==> src/rtl/sphk_pkg.sv <==
`timescale 1ns / 1ps
// ----------------------------------------------------------------------------
// sphk_pkg: shared types and constants for the SPH kernel shape evaluator
// Q.30 datapath widths, kernel mode codes, lane and side-band types.
// ----------------------------------------------------------------------------
package sphk_pkg;

    localparam int IB            = 30;
    localparam int W_Q           = IB + 1;
    localparam int W_CNT         = 3;
    localparam int N_LANES       = 3;
    localparam int N_CELLS       = 7;
    localparam int W_POLY        = IB + 7;
    localparam int W_SUM         = IB + 6;
    localparam int W_WT          = IB + 10;
    localparam int FRAC_BITS_DEF = 16;

    localparam logic [W_Q-1:0] Q_ONE  = W_Q'(1) << IB;
    localparam logic [W_Q-1:0] Q_HALF = W_Q'(1) << (IB - 1);

    typedef enum logic [2:0] {
        MODE_CUBIC   = 3'd0,
        MODE_QUARTIC = 3'd1,
        MODE_QUINTIC = 3'd2,
        MODE_WC2     = 3'd3,
        MODE_WC4     = 3'd4,
        MODE_WC6     = 3'd5
    } t_mode;

    // one power chain: base x, running power r, multiplies still to do
    typedef struct packed {
        logic [W_Q-1:0]   x;
        logic [W_Q-1:0]   r;
        logic [W_CNT-1:0] cnt;
    } t_lane;

    typedef struct packed {
        logic [2:0]     mode;
        logic [W_Q-1:0] q;
    } t_side;

    function automatic t_lane lane_init(input logic [W_Q-1:0] x, input logic [W_CNT-1:0] n);
        t_lane l;
        l.x   = x;
        l.r   = x;
        l.cnt = n;
        return l;
    endfunction

endpackage

==> src/rtl/sphk_setup.sv <==
`timescale 1ns / 1ps
// ----------------------------------------------------------------------------
// sphk_setup: lane setup stage
// Forms q, 1-q and the spline breakpoint terms and loads the power lanes.
// ----------------------------------------------------------------------------
module sphk_setup #(
    parameter int FRAC_BITS = sphk_pkg::FRAC_BITS_DEF
) (
    input  logic                                     i_clk,
    input  logic                                     i_en,
    input  logic [FRAC_BITS-1:0]                     i_dist_q,
    input  logic [2:0]                               i_mode,
    output sphk_pkg::t_lane [sphk_pkg::N_LANES-1:0]  o_lane,
    output sphk_pkg::t_side                          o_side
);
    import sphk_pkg::*;

    localparam int SH = IB - FRAC_BITS;

    // breakpoint c = num/den: K = round(c * 2^IB), T = ceil(c * 2^IB)
    localparam logic [63:0] K35_F = ((64'd3 << IB) + 64'd2) / 64'd5;
    localparam logic [63:0] T35_F = ((64'd3 << IB) + 64'd4) / 64'd5;
    localparam logic [63:0] K15_F = ((64'd1 << IB) + 64'd2) / 64'd5;
    localparam logic [63:0] T15_F = ((64'd1 << IB) + 64'd4) / 64'd5;
    localparam logic [63:0] K23_F = ((64'd2 << IB) + 64'd1) / 64'd3;
    localparam logic [63:0] T23_F = ((64'd2 << IB) + 64'd2) / 64'd3;
    localparam logic [63:0] K13_F = ((64'd1 << IB) + 64'd1) / 64'd3;
    localparam logic [63:0] T13_F = ((64'd1 << IB) + 64'd2) / 64'd3;

    localparam logic [W_Q-1:0] K35 = K35_F[W_Q-1:0];
    localparam logic [W_Q-1:0] T35 = T35_F[W_Q-1:0];
    localparam logic [W_Q-1:0] K15 = K15_F[W_Q-1:0];
    localparam logic [W_Q-1:0] T15 = T15_F[W_Q-1:0];
    localparam logic [W_Q-1:0] K23 = K23_F[W_Q-1:0];
    localparam logic [W_Q-1:0] T23 = T23_F[W_Q-1:0];
    localparam logic [W_Q-1:0] K13 = K13_F[W_Q-1:0];
    localparam logic [W_Q-1:0] T13 = T13_F[W_Q-1:0];

    logic [W_Q-1:0]             q;
    logic [W_Q-1:0]             omq;
    t_lane [N_LANES-1:0]        n_lane;
    t_lane [N_LANES-1:0]        r_lane;
    t_side                      r_side;

    always_comb begin
        q      = W_Q'(i_dist_q) << SH;
        omq    = Q_ONE - q;
        n_lane = '0;
        unique case (t_mode'(i_mode))
            MODE_CUBIC: begin
                n_lane[0] = lane_init(omq, W_CNT'(2));
                if (q < Q_HALF) begin
                    n_lane[1] = lane_init(Q_HALF - q, W_CNT'(2));
                end
            end
            MODE_QUARTIC: begin
                n_lane[0] = lane_init(omq, W_CNT'(3));
                if (q < T35) begin
                    n_lane[1] = lane_init(K35 - q, W_CNT'(3));
                end
                if (q < T15) begin
                    n_lane[2] = lane_init(K15 - q, W_CNT'(3));
                end
            end
            MODE_QUINTIC: begin
                n_lane[0] = lane_init(omq, W_CNT'(4));
                if (q < T23) begin
                    n_lane[1] = lane_init(K23 - q, W_CNT'(4));
                end
                if (q < T13) begin
                    n_lane[2] = lane_init(K13 - q, W_CNT'(4));
                end
            end
            MODE_WC2: begin
                n_lane[0] = lane_init(omq, W_CNT'(3));
            end
            MODE_WC4: begin
                n_lane[0] = lane_init(omq, W_CNT'(5));
                n_lane[1] = lane_init(q, W_CNT'(1));
            end
            MODE_WC6: begin
                n_lane[0] = lane_init(omq, W_CNT'(7));
                n_lane[1] = lane_init(q, W_CNT'(1));
                n_lane[2] = lane_init(q, W_CNT'(2));
            end
            default: begin
                n_lane = '0;
            end
        endcase
    end

    always_ff @(posedge i_clk) begin
        if (i_en) begin
            r_lane      <= n_lane;
            r_side.mode <= i_mode;
            r_side.q    <= q;
        end
    end

    assign o_lane = r_lane;
    assign o_side = r_side;

endmodule

==> config.mk <==
export PLATFORM = sky130hd
export DESIGN_NAME = sphk_setup
export DESIGN_NICKNAME = d
export VERILOG_FILES = /design/src/rtl/sphk_pkg.sv /design/src/rtl/sphk_setup.sv
export SDC_FILE = /design/constraint.sdc
export NUM_CORES = 1
export LEC_CHECK = 0
export BUFFER_PORTS_ARGS = -buffer_cell sky130_fd_sc_hd__clkbuf_2
export CAP_MARGIN = 25
export CORE_ASPECT_RATIO = 1.4
export CORE_UTILIZATION = 54
export DETAILED_ROUTE_END_ITERATION = 6
export HOLD_SLACK_MARGIN = 0.1
export MAX_ROUTING_LAYER = met4
export PLACE_DENSITY = 0.93
export SLEW_MARGIN = 20
export SYNTH_ARGS = -nofsm -noshare
export SYNTH_HDL_FRONTEND = slang
export SYNTH_SLANG_ARGS = --single-unit
==> constraint.sdc <==
create_clock -name i_clk -period 5.02 [get_ports i_clk]
set_input_delay 0.502 -clock i_clk [delete_from_list [all_inputs] [get_ports i_clk]]
set_output_delay 0.502 -clock i_clk [all_outputs]
set_load 0.01 [all_outputs]
==> flow_summary_export.csv <==
group,metric,value,unit
route,ant_nets,0,
floorplanning,ios,250,
sta,rsz0062_at_grt,"no",
route,wl_per_cell,17.75,microns
pwr,ir_drop,157.9,uV
job,maxCapViolations,0,
route,vias_per_cell,5.791,
critical_path,cp.required,5.09,ns
placement,port-buffer-count,192,
route,wirelength,15410,microns
critical_path,criticalPathCategory,"in -> reg",
floorplanning,dieWidth,92.52,microns
clock_network,clock-root-buffer,"clkbuf_16",
synthesis,synth-xor-area-share,2.121,%
global_routing,grt_pass1_wl,22970,microns
synthesis,synth_top_family_by_area,"buffers and inverters",
pwr,finalPower,1.971,mW
pwr,seqPwrFrac,43.3,%
clock_network,cts.htree.levels,3,
sta,final.setup.tns,0,ns
synthesis,synth-seq-area-share,39.75,%
global_routing,grtUsageTotal,25.80,%
cells_and_area,syn2layout_area_growth,6.383,%
cells_and_area,fillers,968,
synthesis,synth.distinct_cells,80,
pwr,p_int,1.402,mW
sta,final_max_slew_viol_count,0,
sta,finalHoldViolCount,0,
pwr,leakage,2.867,nW
floorplanning,floorplan.initialDensity,56.42,%
pwr,clkPwrFrac,35.6,%
clock_network,clockBufferDepth,2,
placement,dpl.hpwl,11010,microns
synthesis,ys_ff_latch,82,
floorplanning,coreArea,10980,sq um
clock_network,clk_pin_slew,0.06,ns
global_routing,antenna_found_initial,0,
global_routing,grt_overflow,0,
synthesis,synth-compound-area-share,20.34,%
route,drc_errors,0,
sta,worstMarginPinSlew,0.8345,ns
synthesis,synthAdderAreaFrac,2.020,%
route,first_pass_iters,5,
clock_network,numCtsBuffers,9,
sta,period_share,61.29,%
sta,setup_slack,1.943,ns
critical_path,critPathMaxFanout,29,
sta,hold_slack,0.4936,ns
clock_network,cts_tree,"built",
synthesis,syn-instance-count,647,
synthesis,syn_area_per_cell,9.574,sq um
cells_and_area,layout_commonest_cell,"clkbuf_2",
route,vias,5027,
clock_network,cts_hold_buf,0,
cells_and_area,drive_gt1_share,33.01,%
clock_network,cts_sinks,82,
sta,layout_min_cycle_time,3.077,ns
placement,pre_cts_slack,1.635,ns
synthesis,synthArstFlopShare,0,%
synthesis,synth-edff-count,82,
route,dr.first_iter.drc_count,588,
global_routing,grt_max_degree,83,
floorplanning,die_h,128.7,microns
pwr,p_sw,0.5691,mW
cells_and_area,nets,753,
cells_and_area,n_antenna_cell,0,
global_routing,grt_pass1_vias,4224,
critical_path,critPathArrivalTime,3.15,ns
synthesis,synth-simple-area-share,13.15,%
critical_path,end_kind,"register",
status,status,"finished clean",
clock_network,cts_setup_buffers,0,
floorplanning,die_area,11910,sq um
floorplanning,core.rowCount,45,
synthesis,yosys-mux-area-fraction,0.3434,%
sta,setup_viol,0,
clock_network,cts_resized,0,
min_path,hp-class,"in -> reg",
sta,fmax,325.0,MHz
synthesis,yosys_warnings,0,
synthesis,syn-cell-area,6195,sq um
pwr,swShare,28.87,%
pwr,power_frac_comb,21.1,%
critical_path,startpoint_type,"input pin",
sta,relSlewSlack,44.37,%
pwr,power_per_cell_area,299.1,nW/um^2
synthesis,ys.flop_type,"edfxtp_1",
cells_and_area,final_cell_mix,"clkbuf_2, edfxtp_1, conb_1",
placement,gp_congestion,0.9199,
-- power groups by stage --
| stage | combinational (mW) | clock, mW | sequential, mW |
|---|---|---|---|
| 6_report | 0.416 | 0.701 | 0.854 |
| 5_1_grt | 0.450 | 0.737 | 0.860 |
| 2_1_floorplan | 0.314 | 0 | 0.896 |
| 4_1_cts | 0.411 | 0.704 | 0.857 |
| 3_3_place_gp | 0.405 | 0 | 0.868 |
| 3_5_place_dp | 0.408 | 0 | 0.870 |
-- layout make-up --
cell class / instances / area, sq um / share of cell area [%]
clock buffer: 9 / 225.2 / 3.418
clock inverter: 7 / 93.84 / 1.424
inverter: 20 / 75.07 / 1.139
multi-input combinational: 415 / 2566 / 38.94
sequential: 82 / 2462 / 37.36
tap: 141 / 176.4 / 2.677
timing repair buffer: 194 / 991.0 / 15.04
-- layer usage --
| metal | share of wire (%) | routed length (microns) | vias up | track usage [%] |
|---|---|---|---|---|
| met5 | 0 | 0 | - | - |
| met4 | 2.9 | 442 | 0 | 11.21 |
| met3 | 6.9 | 1071 | 39 | 3.723 |
| met2 | 52 | 7983 | 333 | 43.09 |
| met1 | 38 | 5914 | 2357 | 30.97 |
| li1 | - | - | 2298 | - |
-- sequential cells by signal, summed over array words and instances (netlist names) --
signal	cells
o_lane	63
o_side	19
-- kinds of logic (layout without fill, tap and decap cells) --
kind of cell / count (synthesis) / after routing
AND/OR/NAND/NOR: 152 / 152
buffers and inverters: 206 / 230
flip-flops: 82 / 82
XOR/XNOR: 15 / 15
AO/OA/AOI/OAI: 179 / 179
adder cells (fa/ha/maj): 10 / 10
multiplexers: 2 / 2
other: 1 / 57
-- cells in the mapped netlist, types with 10 or more instances --
library cell	number	share of area (%)
a221oi_1	13	1.8
edfxtp_1	82	40
o21a_1	10	1.2
buf_2	11	0.89
buf_4	147	18
a31oi_1	16	1.6
xnor2_1	13	1.8
o21ai_0	28	2.3
o211ai_1	19	2.3
nand2_1	33	2.0
ha_1	10	2.0
clkbuf_1	18	1.1
nor2_1	43	2.6
a21oi_1	38	3.1
inv_1	14	0.85
-- path summary, 6_finish.rpt --
| check | startpoint | to | cells past startpoint |
|---|---|---|---|
| max | i_dist_q[8] | o_lane[128] | 8 |
| min | i_mode[0] | o_side[31] | 1 |
-- worst max-delay path, stage by stage --
cell and delay, ns:
clkbuf_2 0.47, nor3_1 0.09, or4b_4 0.55, o21ai_4 0.43
inv_2 0.28, o21ai_0 0.19, nor3_1 0.07, or4_1 0.55
-- per-stage QoR --
stage	area [sq um]	util, %	instances
2_1_floorplan	6405	-	703
3_3_place_gp	6251	56.93	851
3_5_place_dp	6251	56.93	851
4_1_cts	6570	59.84	867
5_1_grt	6590	60.02	868
6_report	6590	60.02	868
Note: power is estimated with default switching activity, not from simulation.
